===== src/poa_pkg.sv =====
`timescale 1ns / 1ps

package poa_pkg;

  localparam int unsigned YEAR_W  = 14;
  localparam int unsigned MONTH_W = 4;
  localparam int unsigned DAY_W   = 5;
  localparam int unsigned TEMP_W  = 16;
  localparam int unsigned SUM_W   = 32;
  localparam int unsigned CNT_W   = 17;
  localparam int unsigned MODE_W  = 2;

  localparam int unsigned MAX_COUNT = 65536;

  // Quotient magnitude never exceeds 2^15, so only the low half of the dividend is iterated
  localparam int unsigned QUO_W     = 16;
  localparam int unsigned DIV_CNT_W = 5;

  localparam int unsigned IN_DATA_W  = 40;
  localparam int unsigned OUT_DATA_W = 88;

  localparam logic [MODE_W-1:0] MODE_YEARLY  = 2'd0;
  localparam logic [MODE_W-1:0] MODE_MONTHLY = 2'd1;
  localparam logic [MODE_W-1:0] MODE_DAILY   = 2'd2;

  typedef enum logic [2:0] {
    ST_IDLE,
    ST_EVAL,
    ST_DIV_INIT,
    ST_DIV,
    ST_LOAD
  } state_e;

  typedef struct packed {
    logic latch_in;
    logic accumulate;
    logic start;
    logic div_start;
    logic load_out;
    logic load_final;
    logic clear_end;
  } poa_cmd_t;

  typedef struct packed {
    logic in_ok;
    logic in_last;
    logic open;
    logic match;
    logic div_done;
    logic out_free;
  } poa_sts_t;

endpackage


===== src/poa_ctrl.sv =====
`timescale 1ns / 1ps

module poa_ctrl (
  input  logic              clk_i,
  input  logic              rst_ni,
  input  logic              in_valid_i,
  output logic              in_ready_o,
  input  poa_pkg::poa_sts_t sts_i,
  output poa_pkg::poa_cmd_t cmd_o
);
  import poa_pkg::*;

  state_e state_q, state_d;
  logic   final_q, final_d;

  always_ff @(posedge clk_i or negedge rst_ni) begin
    if (!rst_ni) begin
      state_q <= ST_IDLE;
      final_q <= 1'b0;
    end else begin
      state_q <= state_d;
      final_q <= final_d;
    end
  end

  always_comb begin
    state_d = state_q;
    final_d = final_q;
    unique case (state_q)
      ST_IDLE: begin
        if (in_valid_i) begin
          state_d = ST_EVAL;
        end
      end
      ST_EVAL: begin
        state_d = ST_IDLE;
        if (sts_i.in_ok) begin
          if (!sts_i.match && sts_i.open) begin
            state_d = ST_DIV_INIT;
            final_d = 1'b0;
          end else if (sts_i.in_last) begin
            state_d = ST_DIV_INIT;
            final_d = 1'b1;
          end
        end else if (sts_i.in_last && sts_i.open) begin
          state_d = ST_DIV_INIT;
          final_d = 1'b1;
        end
      end
      ST_DIV_INIT: begin
        state_d = ST_DIV;
      end
      ST_DIV: begin
        if (sts_i.div_done) begin
          state_d = ST_LOAD;
        end
      end
      ST_LOAD: begin
        if (sts_i.out_free) begin
          if (!final_q && sts_i.in_last) begin
            state_d = ST_DIV_INIT;
            final_d = 1'b1;
          end else begin
            state_d = ST_IDLE;
          end
        end
      end
      default: state_d = ST_IDLE;
    endcase
  end

  always_comb begin
    cmd_o      = '0;
    in_ready_o = 1'b0;
    unique case (state_q)
      ST_IDLE: begin
        in_ready_o     = 1'b1;
        cmd_o.latch_in = in_valid_i;
      end
      ST_EVAL: begin
        if (sts_i.in_ok) begin
          cmd_o.accumulate = sts_i.match;
          cmd_o.start      = !sts_i.open;
        end else if (sts_i.in_last && !sts_i.open) begin
          cmd_o.clear_end = 1'b1;
        end
      end
      ST_DIV_INIT: begin
        cmd_o.div_start = 1'b1;
      end
      ST_DIV: begin
      end
      ST_LOAD: begin
        if (sts_i.out_free) begin
          cmd_o.load_out   = 1'b1;
          cmd_o.load_final = final_q;
          cmd_o.start      = !final_q;
          cmd_o.clear_end  = final_q;
        end
      end
      default: begin
      end
    endcase
  end

endmodule


===== src/poa_datapath.sv =====
`timescale 1ns / 1ps

module poa_datapath (
  input  logic                                clk_i,
  input  logic                                rst_ni,
  input  logic                                cfg_we_i,
  input  logic [poa_pkg::MODE_W-1:0]          cfg_wdata_i,
  input  logic [poa_pkg::IN_DATA_W-1:0]       in_data_i,
  input  logic                                in_ok_i,
  input  logic                                in_last_i,
  input  logic                                out_ready_i,
  output logic                                out_valid_o,
  output logic [poa_pkg::OUT_DATA_W-1:0]      out_data_o,
  output logic                                out_last_o,
  input  poa_pkg::poa_cmd_t                   cmd_i,
  output poa_pkg::poa_sts_t                   sts_o
);
  import poa_pkg::*;

  logic [MODE_W-1:0] mode_q;

  logic [YEAR_W-1:0]         in_year_q;
  logic [MONTH_W-1:0]        in_month_q;
  logic [DAY_W-1:0]          in_day_q;
  logic signed [TEMP_W-1:0]  in_temp_q;
  logic                      in_ok_q;
  logic                      in_last_q;

  logic [YEAR_W-1:0]         per_year_q;
  logic [MONTH_W-1:0]        per_month_q;
  logic [DAY_W-1:0]          per_day_q;
  logic                      open_q;
  logic signed [SUM_W-1:0]   sum_q;
  logic [CNT_W-1:0]          cnt_q;
  logic signed [TEMP_W-1:0]  high_q;
  logic signed [TEMP_W-1:0]  low_q;
  logic signed [TEMP_W-1:0]  prior_q;
  logic                      has_prior_q;

  logic [CNT_W-1:0]          rem_q, rem_d;
  logic [QUO_W-1:0]          dvd_q;
  logic [QUO_W-1:0]          quo_q;
  logic                      neg_q;
  logic [DIV_CNT_W-1:0]      step_q;

  logic                      out_valid_q;
  logic [OUT_DATA_W-1:0]     out_data_q;
  logic                      out_last_q;

  logic [MONTH_W-1:0]        key_month;
  logic [DAY_W-1:0]          key_day;
  logic signed [SUM_W-1:0]   temp_ext;
  logic [SUM_W-1:0]          sum_mag;
  logic [CNT_W+1:0]          trial;
  logic                      qbit;
  logic signed [TEMP_W-1:0]  avg;
  logic signed [TEMP_W-1:0]  open_val;

  always_comb begin
    key_month = MONTH_W'(1);
    key_day   = DAY_W'(1);
    case (mode_q)
      MODE_MONTHLY: key_month = in_month_q;
      MODE_DAILY: begin
        key_month = in_month_q;
        key_day   = in_day_q;
      end
      default: begin
      end
    endcase
  end

  assign temp_ext = SUM_W'(in_temp_q);
  assign sum_mag  = sum_q[SUM_W-1] ? SUM_W'(-sum_q) : SUM_W'(sum_q);

  assign trial = {1'b0, rem_q, dvd_q[QUO_W-1]} - {2'b00, cnt_q};
  assign qbit  = !trial[CNT_W+1];
  assign rem_d = qbit ? trial[CNT_W-1:0] : {rem_q[CNT_W-2:0], dvd_q[QUO_W-1]};

  assign avg      = neg_q ? TEMP_W'(-quo_q) : TEMP_W'(quo_q);
  assign open_val = has_prior_q ? prior_q : avg;

  always_ff @(posedge clk_i or negedge rst_ni) begin
    if (!rst_ni) begin
      mode_q <= MODE_YEARLY;
    end else if (cfg_we_i) begin
      mode_q <= cfg_wdata_i;
    end
  end

  always_ff @(posedge clk_i) begin
    if (cmd_i.latch_in) begin
      in_year_q  <= in_data_i[13:0];
      in_month_q <= in_data_i[17:14];
      in_day_q   <= in_data_i[22:18];
      in_temp_q  <= in_data_i[38:23];
      in_ok_q    <= in_ok_i;
      in_last_q  <= in_last_i;
    end
  end

  always_ff @(posedge clk_i or negedge rst_ni) begin
    if (!rst_ni) begin
      open_q      <= 1'b0;
      sum_q       <= '0;
      cnt_q       <= '0;
      per_year_q  <= '0;
      per_month_q <= '0;
      per_day_q   <= '0;
      high_q      <= '0;
      low_q       <= '0;
      prior_q     <= '0;
      has_prior_q <= 1'b0;
    end else begin
      if (cmd_i.accumulate) begin
        if (cnt_q < CNT_W'(MAX_COUNT)) begin
          sum_q <= sum_q + temp_ext;
          cnt_q <= cnt_q + CNT_W'(1);
        end
        if (in_temp_q > high_q) high_q <= in_temp_q;
        if (in_temp_q < low_q) low_q <= in_temp_q;
      end
      if (cmd_i.start) begin
        per_year_q  <= in_year_q;
        per_month_q <= key_month;
        per_day_q   <= key_day;
        open_q      <= 1'b1;
        sum_q       <= temp_ext;
        cnt_q       <= CNT_W'(1);
        high_q      <= in_temp_q;
        low_q       <= in_temp_q;
      end
      if (cmd_i.clear_end) begin
        open_q      <= 1'b0;
        sum_q       <= '0;
        cnt_q       <= '0;
        prior_q     <= '0;
        has_prior_q <= 1'b0;
      end else if (cmd_i.load_out) begin
        prior_q     <= avg;
        has_prior_q <= 1'b1;
      end
    end
  end

  always_ff @(posedge clk_i or negedge rst_ni) begin
    if (!rst_ni) begin
      step_q <= '0;
    end else if (cmd_i.div_start) begin
      step_q <= DIV_CNT_W'(QUO_W);
    end else if (step_q != '0) begin
      step_q <= step_q - DIV_CNT_W'(1);
    end
  end

  always_ff @(posedge clk_i) begin
    if (cmd_i.div_start) begin
      neg_q <= sum_q[SUM_W-1];
      rem_q <= {1'b0, sum_mag[SUM_W-1:QUO_W]};
      dvd_q <= sum_mag[QUO_W-1:0];
      quo_q <= '0;
    end else if (step_q != '0) begin
      rem_q <= rem_d;
      dvd_q <= {dvd_q[QUO_W-2:0], 1'b0};
      quo_q <= {quo_q[QUO_W-2:0], qbit};
    end
  end

  always_ff @(posedge clk_i or negedge rst_ni) begin
    if (!rst_ni) begin
      out_valid_q <= 1'b0;
    end else if (cmd_i.load_out) begin
      out_valid_q <= 1'b1;
    end else if (out_ready_i) begin
      out_valid_q <= 1'b0;
    end
  end

  always_ff @(posedge clk_i) begin
    if (cmd_i.load_out) begin
      out_data_q <= {1'b0, low_q, high_q, avg, open_val, per_day_q, per_month_q, per_year_q};
      out_last_q <= cmd_i.load_final;
    end
  end

  assign out_valid_o = out_valid_q;
  assign out_data_o  = out_data_q;
  assign out_last_o  = out_last_q;

  assign sts_o.in_ok    = in_ok_q;
  assign sts_o.in_last  = in_last_q;
  assign sts_o.open     = open_q;
  assign sts_o.match    = open_q && (per_year_q == in_year_q) && (per_month_q == key_month)
                          && (per_day_q == key_day);
  assign sts_o.div_done = (step_q == '0);
  assign sts_o.out_free = !out_valid_q || out_ready_i;

endmodule


===== src/period_ohlc_aggregator.sv =====
`timescale 1ns / 1ps
// Candlestick aggregator for date-sorted temperature samples.
// Input stream (s_axis): one sample per request; tlast marks the final record of a run and
// tuser carries the date-valid flag. Samples with the flag low are dropped, though their
// tlast still flushes the open period.
// Output stream (m_axis): one candle per finished period; tlast marks the final candle.
// cfg_we_i/cfg_wdata_i write the grouping mode (0 yearly, 1 monthly, 2 daily, 3 as yearly);
// write it only while the block is idle.
// A sample that closes no period is latched, evaluated and dropped back to idle. Each candle
// runs the 16-step restoring divider that forms the period average, one quotient bit per
// cycle. A sample that closes a period and ends the stream yields two candles.
// The candle sits in an output register: the block takes the next sample while it waits,
// and stalls only when a new candle is ready and the previous one is still not taken.
// Reset: asynchronous, active low; clears the mode to yearly and closes any open period.
module period_ohlc_aggregator (
  input  logic                               clk_i,
  input  logic                               rst_ni,
  input  logic                               cfg_we_i,
  input  logic [poa_pkg::MODE_W-1:0]         cfg_wdata_i,
  input  logic                               s_axis_tvalid,
  output logic                               s_axis_tready,
  // sample_year[13:0], sample_month[17:14], sample_day[22:18], temperature[38:23], zero[39]
  input  logic [poa_pkg::IN_DATA_W-1:0]      s_axis_tdata,
  // date_ok
  input  logic                               s_axis_tuser,
  input  logic                               s_axis_tlast,
  output logic                               m_axis_tvalid,
  input  logic                               m_axis_tready,
  // label_year[13:0], label_month[17:14], label_day[22:18], open_value[38:23],
  // close_value[54:39], high_value[70:55], low_value[86:71], zero[87]
  output logic [poa_pkg::OUT_DATA_W-1:0]     m_axis_tdata,
  output logic                               m_axis_tlast
);
  import poa_pkg::*;

  poa_cmd_t cmd;
  poa_sts_t sts;

  poa_ctrl u_ctrl (
    .clk_i     (clk_i),
    .rst_ni    (rst_ni),
    .in_valid_i(s_axis_tvalid),
    .in_ready_o(s_axis_tready),
    .sts_i     (sts),
    .cmd_o     (cmd)
  );

  poa_datapath u_datapath (
    .clk_i      (clk_i),
    .rst_ni     (rst_ni),
    .cfg_we_i   (cfg_we_i),
    .cfg_wdata_i(cfg_wdata_i),
    .in_data_i  (s_axis_tdata),
    .in_ok_i    (s_axis_tuser),
    .in_last_i  (s_axis_tlast),
    .out_ready_i(m_axis_tready),
    .out_valid_o(m_axis_tvalid),
    .out_data_o (m_axis_tdata),
    .out_last_o (m_axis_tlast),
    .cmd_i      (cmd),
    .sts_o      (sts)
  );

`ifndef SYNTHESIS
  assert property (@(posedge clk_i) disable iff (!rst_ni)
    cmd.load_out |-> (!m_axis_tvalid || m_axis_tready))
    else $error("candle loaded over an untaken candle");

  assert property (@(posedge clk_i) disable iff (!rst_ni)
    (s_axis_tvalid && s_axis_tready) |=> !s_axis_tready)
    else $error("request accepted while previous one still in work");

  assert property (@(posedge clk_i) disable iff (!rst_ni)
    cmd.div_start |-> sts.div_done)
    else $error("divider restarted while busy");

  assert property (@(posedge clk_i) disable iff (!rst_ni)
    cmd.load_out |-> sts.open)
    else $error("candle emitted with no open period");
`endif

endmodule


===== config.mk =====
export PLATFORM = sky130hd
export DESIGN_NAME = period_ohlc_aggregator
export DESIGN_NICKNAME = d
export VERILOG_FILES = /design/src/poa_pkg.sv /design/src/poa_ctrl.sv /design/src/poa_datapath.sv /design/src/period_ohlc_aggregator.sv
export SDC_FILE = /design/constraint.sdc
export NUM_CORES = 1
export LEC_CHECK = 0
export BUFFER_PORTS_ARGS = -buffer_cell sky130_fd_sc_hd__clkbuf_2
export CAP_MARGIN = 20
export CELL_PAD_IN_SITES_DETAIL_PLACEMENT = 1
export CELL_PAD_IN_SITES_GLOBAL_PLACEMENT = 1
export CORE_MARGIN = 2
export CORE_UTILIZATION = 43
export CTS_BUF_LIST = sky130_fd_sc_hd__clkbuf_4 sky130_fd_sc_hd__clkbuf_8 sky130_fd_sc_hd__clkbuf_16
export DETAILED_ROUTE_END_ITERATION = 12
export GPL_ROUTABILITY_DRIVEN = 0
export PLACE_DENSITY = 0.86
export SYNTH_ARGS = -nofsm -noshare
export SYNTH_HDL_FRONTEND = slang
export SYNTH_SLANG_ARGS = --single-unit

===== constraint.sdc =====
create_clock -name clk_i -period 5.1 [get_ports clk_i]
set_input_delay 1.02 -clock clk_i [delete_from_list [all_inputs] [get_ports clk_i]]
set_output_delay 1.02 -clock clk_i [all_outputs]
set_load 0.05 [all_outputs]

==> results of run 1 <==
[critical path, stage by stage (launching register included)]
cell and delay (ns):
dfrtp_1 0.36, inv_1 0.07, ha_1 0.43, a21boi_1 0.11, o32a_1 0.37, nor4b_1 0.42
nand4b_1 0.33, nor3_1 0.48, o2111ai_1 0.22, o21ai_2 0.75, mux2_2 0.42
[where the power goes]
| group | internal, W | switching [W] | total (W) | leakage [nW] |
|---|---|---|---|---|
| Sequential | 0.00349 | 0.000664 | 0.00415 | 3.42 |
| Combinational | 0.00180 | 0.00245 | 0.00425 | 3.91 |
| Clock | 0.00162 | 0.00107 | 0.00269 | 0.608 |
| Total | 0.00691 | 0.00418 | 0.0111 | 7.93 |
[logic make-up after synthesis]
kind of cell             Yosys count
adder cells (fa/ha/maj)           86
flip-flops                       313
other                              1
AO/OA/AOI/OAI                    337
multiplexers                      66
XOR/XNOR                         107
buffers and inverters            122
AND/OR/NAND/NOR                  461
[stage by stage]
step / hold WS (ns) / instance area (µm²)
after CTS: 0.467 / 18700
after floorplan: 0.425 / 16200
final: 0.472 / 18700
after global placement: 0.434 / 17500
after detailed placement: 0.445 / 17500
after global routing: 0.482 / 18700
[synthesized netlist by cell type (all sizes together) (15+ instances only)]
library cell	n	area, µm²
xor2	28	245
clkbuf	31	116
mux2	49	552
inv	73	274
dfxtp	17	340
a21oi	92	464
nor2	105	397
edfxtp	162	4860
o31ai	16	125
nand2	188	706
a31oi	18	113
a21o	26	195
ha	84	1050
dfrtp	134	3350
nand2b	16	108
xnor2	79	692
buf	17	87.6
mux2i	17	170
nand3	28	140
o21ai	81	409
nor3	26	130
a22o	17	149
nand4	15	100
[sequential cells by signal (all words and copies together) (netlist names), 16 cells and up]
register               count
u_datapath.out_data_o     87
u_datapath.sum_q          32
u_datapath.cnt_q          17
u_datapath.rem_q          17
u_datapath.dvd_q          16
u_datapath.high_q         16
u_datapath.in_temp_q      16
u_datapath.low_q          16
u_datapath.prior_q        16
u_datapath.quo_q          16
[worst max-delay path by stage]
stage,depth (start not counted),to,slack (ns),from
global placement,10,u_datapath.high_q[2]$_DFFE_PN0P_,1.25,u_datapath.mode_q[0]$_DFFE_PN0P_
global route,10,u_datapath.high_q[4]$_DFFE_PN0P_,0.74,u_datapath.mode_q[0]$_DFFE_PN0P_
detailed placement,10,u_datapath.high_q[4]$_DFFE_PN0P_,1.10,u_datapath.mode_q[0]$_DFFE_PN0P_
finish,10,u_datapath.high_q[4]$_DFFE_PN0P_,1.01,u_datapath.mode_q[0]$_DFFE_PN0P_
CTS,10,u_datapath.cnt_q[9]$_DFFE_PN0P_,0.92,u_datapath.mode_q[0]$_DFFE_PN0P_
floorplan,10,u_datapath.low_q[10]$_DFFE_PN0P_,0.85,m_axis_tready
[metal layers]
metal / routed length, µm / track usage
met1: 18100 / 0.274
met2: 22700 / 0.421
met3: 2200 / 0.0382
met4: 1400 / 0.0821
met5: 0 / 0
[layout make-up]
type | instances | area (µm²)
Clock buffer | 46 | 1010
Clock inverter | 20 | 213
Fill cell | 4070 | 18700
Inverter | 74 | 278
Multi-Input combinational cell | 1058 | 7170
Sequential cell | 313 | 8560
Tap cell | 511 | 639
Timing Repair Buffer | 158 | 862
==> run_results.csv, run 1 <==
group,metric,value,unit
run_status,status,"completed",
finish,most-common-layout-cells,"188 x nand2_1, 162 x edfxtp_1, 136 x clkbuf_2",
routing,first_pass_iters,4,
clock_tree,postCtsSetupBuffers,0,
logic_synthesis,ys_warn_count,0,
timing,slew_headroom,0.300,
logic_synthesis,avgSynthCellArea,10.8,µm²
timing,fin_crit_sh,0.802,
pwr,power.density,592,nW/µm²
finish,drive_gt1_frac,0.168,
timing,fmax,245,MHz
global_routing,grt_max_degree,67,
logic_synthesis,synth_cells,1493,
routing,totalWireLength,44.4,mm
logic_synthesis,synth_xor_area_frac,0.0579,
logic_synthesis,synth.distinct_cells,89,
timing,setup_ws,1.01,ns
clock_tree,cts_root_buf,"clkbuf_16",
logic_synthesis,synth_edf_count,162,
logic_synthesis,synthFlopType,"edfxtp_1",
logic_synthesis,synth_nets,1628,
routing,vias,12300,
clock_tree,cts_tree,"yes",
timing,finalHoldViolations,0,
die,initial_core_util,0.433,
hold_path,hold_path_end,"u_datapath.out_data_o[63]$_DFFE_PP_",
die,design.die.area,39200,µm²
routing,wl_per_cell,20.4,µm
clock_tree,hold_buffers,0,
logic_synthesis,synth_seq_cells,313,
global_routing,overflow,0,
routing,final_antenna_net_count,0,
worst_setup_path,crit_fanout,16,
die,die_height,198,µm
global_routing,track_usage,0.231,
timing,fin_skew,0.0204,ns
global_routing,grt_pass1_vias,13500,
worst_setup_path,start_kind,"flop",
clock_tree,cts.sinks,313,
finish,final_common_cell,"nand2_1",
clock_tree,cts_resized,0,
timing,setup_violations,0,
hold_path,min_from,"u_datapath.high_q[8]$_DFFE_PN0P_",
logic_synthesis,async_reset_ff_frac,0.428,
logic_synthesis,synth_mux_area_frac,0.0446,
logic_synthesis,synth_top_family_by_area,"compound AO/OA/AOI/OAI gates",
routing,vias_per_cell,5.66,
global_routing,grt_pass1_wl,71.6,mm
pwr,power,0.0111,W
worst_setup_path,critPathArrivalTime,4.49,ns
logic_synthesis,ys_seq_area_frac,0.529,
logic_synthesis,synth-simple-area-share,0.135,
worst_setup_path,ff2ff_setup_slack,1.01,ns
die,dieWidth,198,µm
logic_synthesis,syn-cell-area,16200,µm²
finish,area_growth,15.7,%
finish,n_antenna_cell,0,
logic_synthesis,synth_compound_area_frac,0.136,
timing,drv_slew,0,
worst_setup_path,worst_r2r_startpoint,"u_datapath.mode_q[0]$_DFFE_PN0P_",
global_routing,antenna_found_initial,0,
run,maxCapViolCount,0,
worst_setup_path,path_class,"flop to flop",
clock_tree,cts_max_path_buffers,3,
die,io_pins,140,
clock_tree,numCtsBuffers,36,
worst_setup_path,ff2ff_path_depth,10,
clock_tree,cts.clk_slew.worst_paths,0.06,ns
timing,post-route-min-period,4.09,ns
worst_setup_path,cp.required,5.50,ns
pwr,power.leakage,7.93,nW
timing,worst_pin_slew,1.05,ns
routing,drc,0,
hold_path,min_path_cells,0,
worst_setup_path,r2r-end,"u_datapath.high_q[4]$_DFFE_PN0P_",
finish,finish.utilization,0.501,
timing,tns,0,ns
die,row_count,71,
placed_design,place.port_buffers,137,
timing,grt_setup_unrepaired,"no",
worst_setup_path,crit_path_end_kind,"flop",
pwr,ir_worst_vdd,0.280,mV
logic_synthesis,synth_fa_ha_area_frac,0.0674,
die,core,37400,µm²
placed_design,dp.cells,2112,
placed_design,place_hpwl,30.5,mm
finish,final-instance-count-excl-fill,2180,
clock_tree,clock_latency,0.53,ns
finish,nNetsFinal,1776,
placed_design,pre_cts_ws,1.10,ns
hold_path,min_path_type,"flop to flop",
routing,drt-initial-drc-count,567,
clock_tree,htree_num_levels,2,
Power figures use the tool's default switching activity.
==> run 2, diff against run 1 <==
--- a/config.mk
+++ b/config.mk
@@ -5,16 +5,17 @@
 export SDC_FILE = /design/constraint.sdc
 export NUM_CORES = 1
 export LEC_CHECK = 0
+export ABC_AREA = 1
 export BUFFER_PORTS_ARGS = -buffer_cell sky130_fd_sc_hd__clkbuf_2
 export CAP_MARGIN = 20
 export CELL_PAD_IN_SITES_DETAIL_PLACEMENT = 1
 export CELL_PAD_IN_SITES_GLOBAL_PLACEMENT = 1
 export CORE_MARGIN = 2
-export CORE_UTILIZATION = 43
+export CORE_UTILIZATION = 45
 export CTS_BUF_LIST = sky130_fd_sc_hd__clkbuf_4 sky130_fd_sc_hd__clkbuf_8 sky130_fd_sc_hd__clkbuf_16
 export DETAILED_ROUTE_END_ITERATION = 12
 export GPL_ROUTABILITY_DRIVEN = 0
-export PLACE_DENSITY = 0.86
+export PLACE_DENSITY = 0.89
 export SYNTH_ARGS = -nofsm -noshare
 export SYNTH_HDL_FRONTEND = slang
 export SYNTH_SLANG_ARGS = --single-unit
==> constraint.sdc (replaced) <==
create_clock -name clk_i -period 3.9 [get_ports clk_i]
set_input_delay 0.78 -clock clk_i [delete_from_list [all_inputs] [get_ports clk_i]]
set_output_delay 0.78 -clock clk_i [all_outputs]
set_load 0.05 [all_outputs]
==> run 2 against run 1 <==
Sequential share of layout area is 3.4 points lower. First-iteration DRC count grew 100%. Total power rose by 70%. Non-clock buffer count down 5. Critical path type unchanged. Critical endpoint is now u_datapath.sum_q[1]$_DFFE_PN0P_.
==> run_results.csv, run 2 <==
group,metric,value,unit
finish,fill_cells,4697,
timing,worst_pin_slew,1.09,ns
clock_tree,clock_latency,0.55,ns
global_routing,track_usage,0.289,
timing,post-route-min-period,3.41,ns
worst_setup_path,max_stage_delay,0.53,ns
routing,drc,0,
die,dieWidth,202,µm
run,maxCapViolCount,0,
clock_tree,numCtsBuffers,36,
logic_synthesis,netlist.top_cell.by_area,"edfxtp_1",
finish,area_growth,14.3,%
timing,slew_headroom,0.273,
routing,totalWireLength,60.1,mm
timing,grt_setup_unrepaired,"no",
routing,final_antenna_net_count,0,
logic_synthesis,yosysTopAreaCellShare,0.275,
logic_synthesis,ys_warn_count,0,
placed_design,dp.cells,2770,
placed_design,place.port_buffers,137,
pwr,power.density,929,nW/µm²
global_routing,grt_pass1_wl,94.8,mm
worst_setup_path,start_kind,"flop",
clock_tree,cts_resized,0,
worst_setup_path,cp.required,4.33,ns
clock_tree,cts_max_path_buffers,3,
global_routing,met2_usage,0.526,
timing,fmax,293,MHz
clock_tree,cts.sinks,313,
logic_synthesis,ys_seq_area_frac,0.483,
global_routing,grt_pass1_vias,17800,
worst_setup_path,slowest_stage,"nand2_1",
clock_tree,hold_buffers,0,
finish,largest_reg_flops,87,
routing,first_pass_iters,5,
worst_setup_path,crit_fanout,17,
logic_synthesis,synth.distinct_cells,54,
logic_synthesis,synth_nets,2290,
worst_setup_path,path_cells,"inv_1 -> ha_1 -> nand2_2 -> nand2_1 -> inv_1 -> nor2_1 -> nand2_1 -> nor2_1 -> nand3_1 -> nor2_2 -> nand3_2 -> nand2_2 -> nand2_1 -> o21ai_1",
worst_setup_path,path_class,"flop to flop",
finish,nNetsFinal,2426,
routing,vias,16300,
timing,fin_skew,0.0158,ns
global_routing,grt_use_met1,0.329,
logic_synthesis,synth_common_cells,"568 x nand2_1, 286 x inv_1, 192 x nand3_1",
run_status,status,"completed",
finish,drive_gt1_frac,0.113,
routing,drt-initial-drc-count,1142,
timing,holdWs,0.336,ns
clock_tree,cts_root_buf,"clkbuf_16",
logic_synthesis,avgSynthCellArea,8.22,µm²
die,core,38700,µm²
timing,setup_violations,0,
timing,finalHoldViolations,0,
timing,tns,0,ns
clock_tree,htree_num_levels,2,
logic_synthesis,yosysMostFrequentCell,"nand2_1",
finish,final-instance-count-excl-fill,2839,
clock_tree,cts.clk_slew.worst_paths,0.07,ns
routing,vias_per_cell,5.75,
worst_setup_path,critPathArrivalTime,3.84,ns
global_routing,grt.busiest_layer,"met2",
logic_synthesis,synth_seq_cells,313,
die,initial_core_util,0.457,
logic_synthesis,async_reset_ff_frac,0.428,
logic_synthesis,synth_edf_count,162,
finish,final_common_cell,"nand2_1",
finish,finish.utilization,0.523,
clock_tree,cts_tree,"yes",
global_routing,met3_usage,0.0453,
worst_setup_path,crit_path_end_kind,"flop",
logic_synthesis,synth_cells,2155,
logic_synthesis,synthFlopType,"edfxtp_1",
logic_synthesis,syn-cell-area,17700,µm²
die,io_pins,140,
timing,fin_crit_sh,0.874,
worst_setup_path,cp_common_cell,"nand2_1",
pwr,power.leakage,9.54,nW
global_routing,overflow,0,
timing,drv_slew,0,
logic_synthesis,synthTopCellsByArea,"edfxtp_1 27%, dfrtp_1 19%, nand2_1 12%",
die,design.die.area,41000,µm²
routing,wl_per_cell,21.2,µm
placed_design,place_hpwl,39.0,mm
hold_path,min_path_type,"primary input to async pin",
global_routing,antenna_found_initial,2,
clock_tree,postCtsSetupBuffers,0,
die,row_count,72,
global_routing,grt_max_degree,90,
finish,most-common-layout-cells,"568 x nand2_1, 286 x inv_1, 192 x nand3_1",
pwr,ir_worst_vdd,0.499,mV
die,die_height,202,µm
==> run 2: changes by cell type after synthesis, sizes merged, moves of 48 or more <==
cell	before	now
inv	73	292
nand2	188	577
mux2	49	1
o21ai	81	193
nand3	28	195
xnor2	79	12
==> run 2: cell families after synthesis <==
logic type | after synthesis | share of synthesized area
flip-flops | 313 | 0.483
buffers and inverters | 349 | 0.0806
other | 1 | 0.000212
XOR/XNOR | 52 | 0.0257
adder cells (fa/ha/maj) | 86 | 0.0616
AO/OA/AOI/OAI | 337 | 0.102
multiplexers | 2 | 0.00120
AND/OR/NAND/NOR | 1015 | 0.246
==> run 2: metrics by stage <==
| step | power, W | setup slack [ns] | cell area [µm²] |
|---|---|---|---|
| 2_1_floorplan | 0.0119 | 0.439 | 17700 |
| 3_3_place_gp | 0.0136 | 0.903 | 18900 |
| 3_5_place_dp | 0.0143 | 0.717 | 18900 |
| 4_1_cts | 0.0186 | 0.579 | 20200 |
| 5_1_grt | 0.0200 | 0.295 | 20200 |
| 6_report | 0.0188 | 0.490 | 20200 |
==> run 2: routing by layer <==
metal  vias to the layer above  share of wire  wire [µm]
li1                       7415              -          -
met1                      8083           0.39      23200
met2                       625           0.52      31000
met3                       214          0.051       3050
met4                         0          0.047       2830
met5                         -              0          0
==> run 2: path summary, 6_finish.rpt <==
kind	depth (start not counted)	end	startpoint	slack, ns
worst max-delay path	14	u_datapath.sum_q[1]$_DFFE_PN0P_	u_datapath.mode_q[0]$_DFFE_PN0P_	0.49
worst min-delay path	1	u_ctrl.final_q$_DFFE_PN0P_	rst_ni	0.34
worst max register to register	14	u_datapath.sum_q[1]$_DFFE_PN0P_	u_datapath.mode_q[0]$_DFFE_PN0P_	0.49
worst min register to register	0	u_datapath.out_data_o[39]$_DFFE_PP_	u_datapath.quo_q[0]$_SDFFE_PP0P_	0.46
max in group asynchronous	2	u_datapath.high_q[8]$_DFFE_PN0P_	rst_ni	2.70
min in group clk_i	1	u_datapath.in_temp_q[3]$_DFFE_PP_	s_axis_tdata[26]	0.41
==> run 2: cell type report <==
class                           instances  area [µm²]  share of cell area
Inverter                              294        1110              0.0550
Multi-Input combinational cell       1493        7740               0.382
Sequential cell                       313        8560               0.423
Clock inverter                         13         258              0.0127
Clock buffer                           53        1080              0.0532
Timing Repair Buffer                  153         845              0.0417
Tap cell                              518         648              0.0320
Antenna cell                            2        5.00            0.000247
==> run 2: critical path: cells and delay by family (launching register included) <==
family                     cells  cell delay (ns)
buffers and inverters          2             0.15
and+or+nand+nor               10             1.93
AOI/OAI and AO/OA              1             0.41
adders and majority gates      1             0.45
DFF                            1             0.37
==> run 2: power breakdown <==
part | switching (W) | internal [W] | total, W
clock | 0.00146 | 0.00239 | 0.00386
combinational | 0.00627 | 0.00274 | 0.00901
sequential | 0.00107 | 0.00486 | 0.00593
total | 0.00881 | 0.0100 | 0.0188
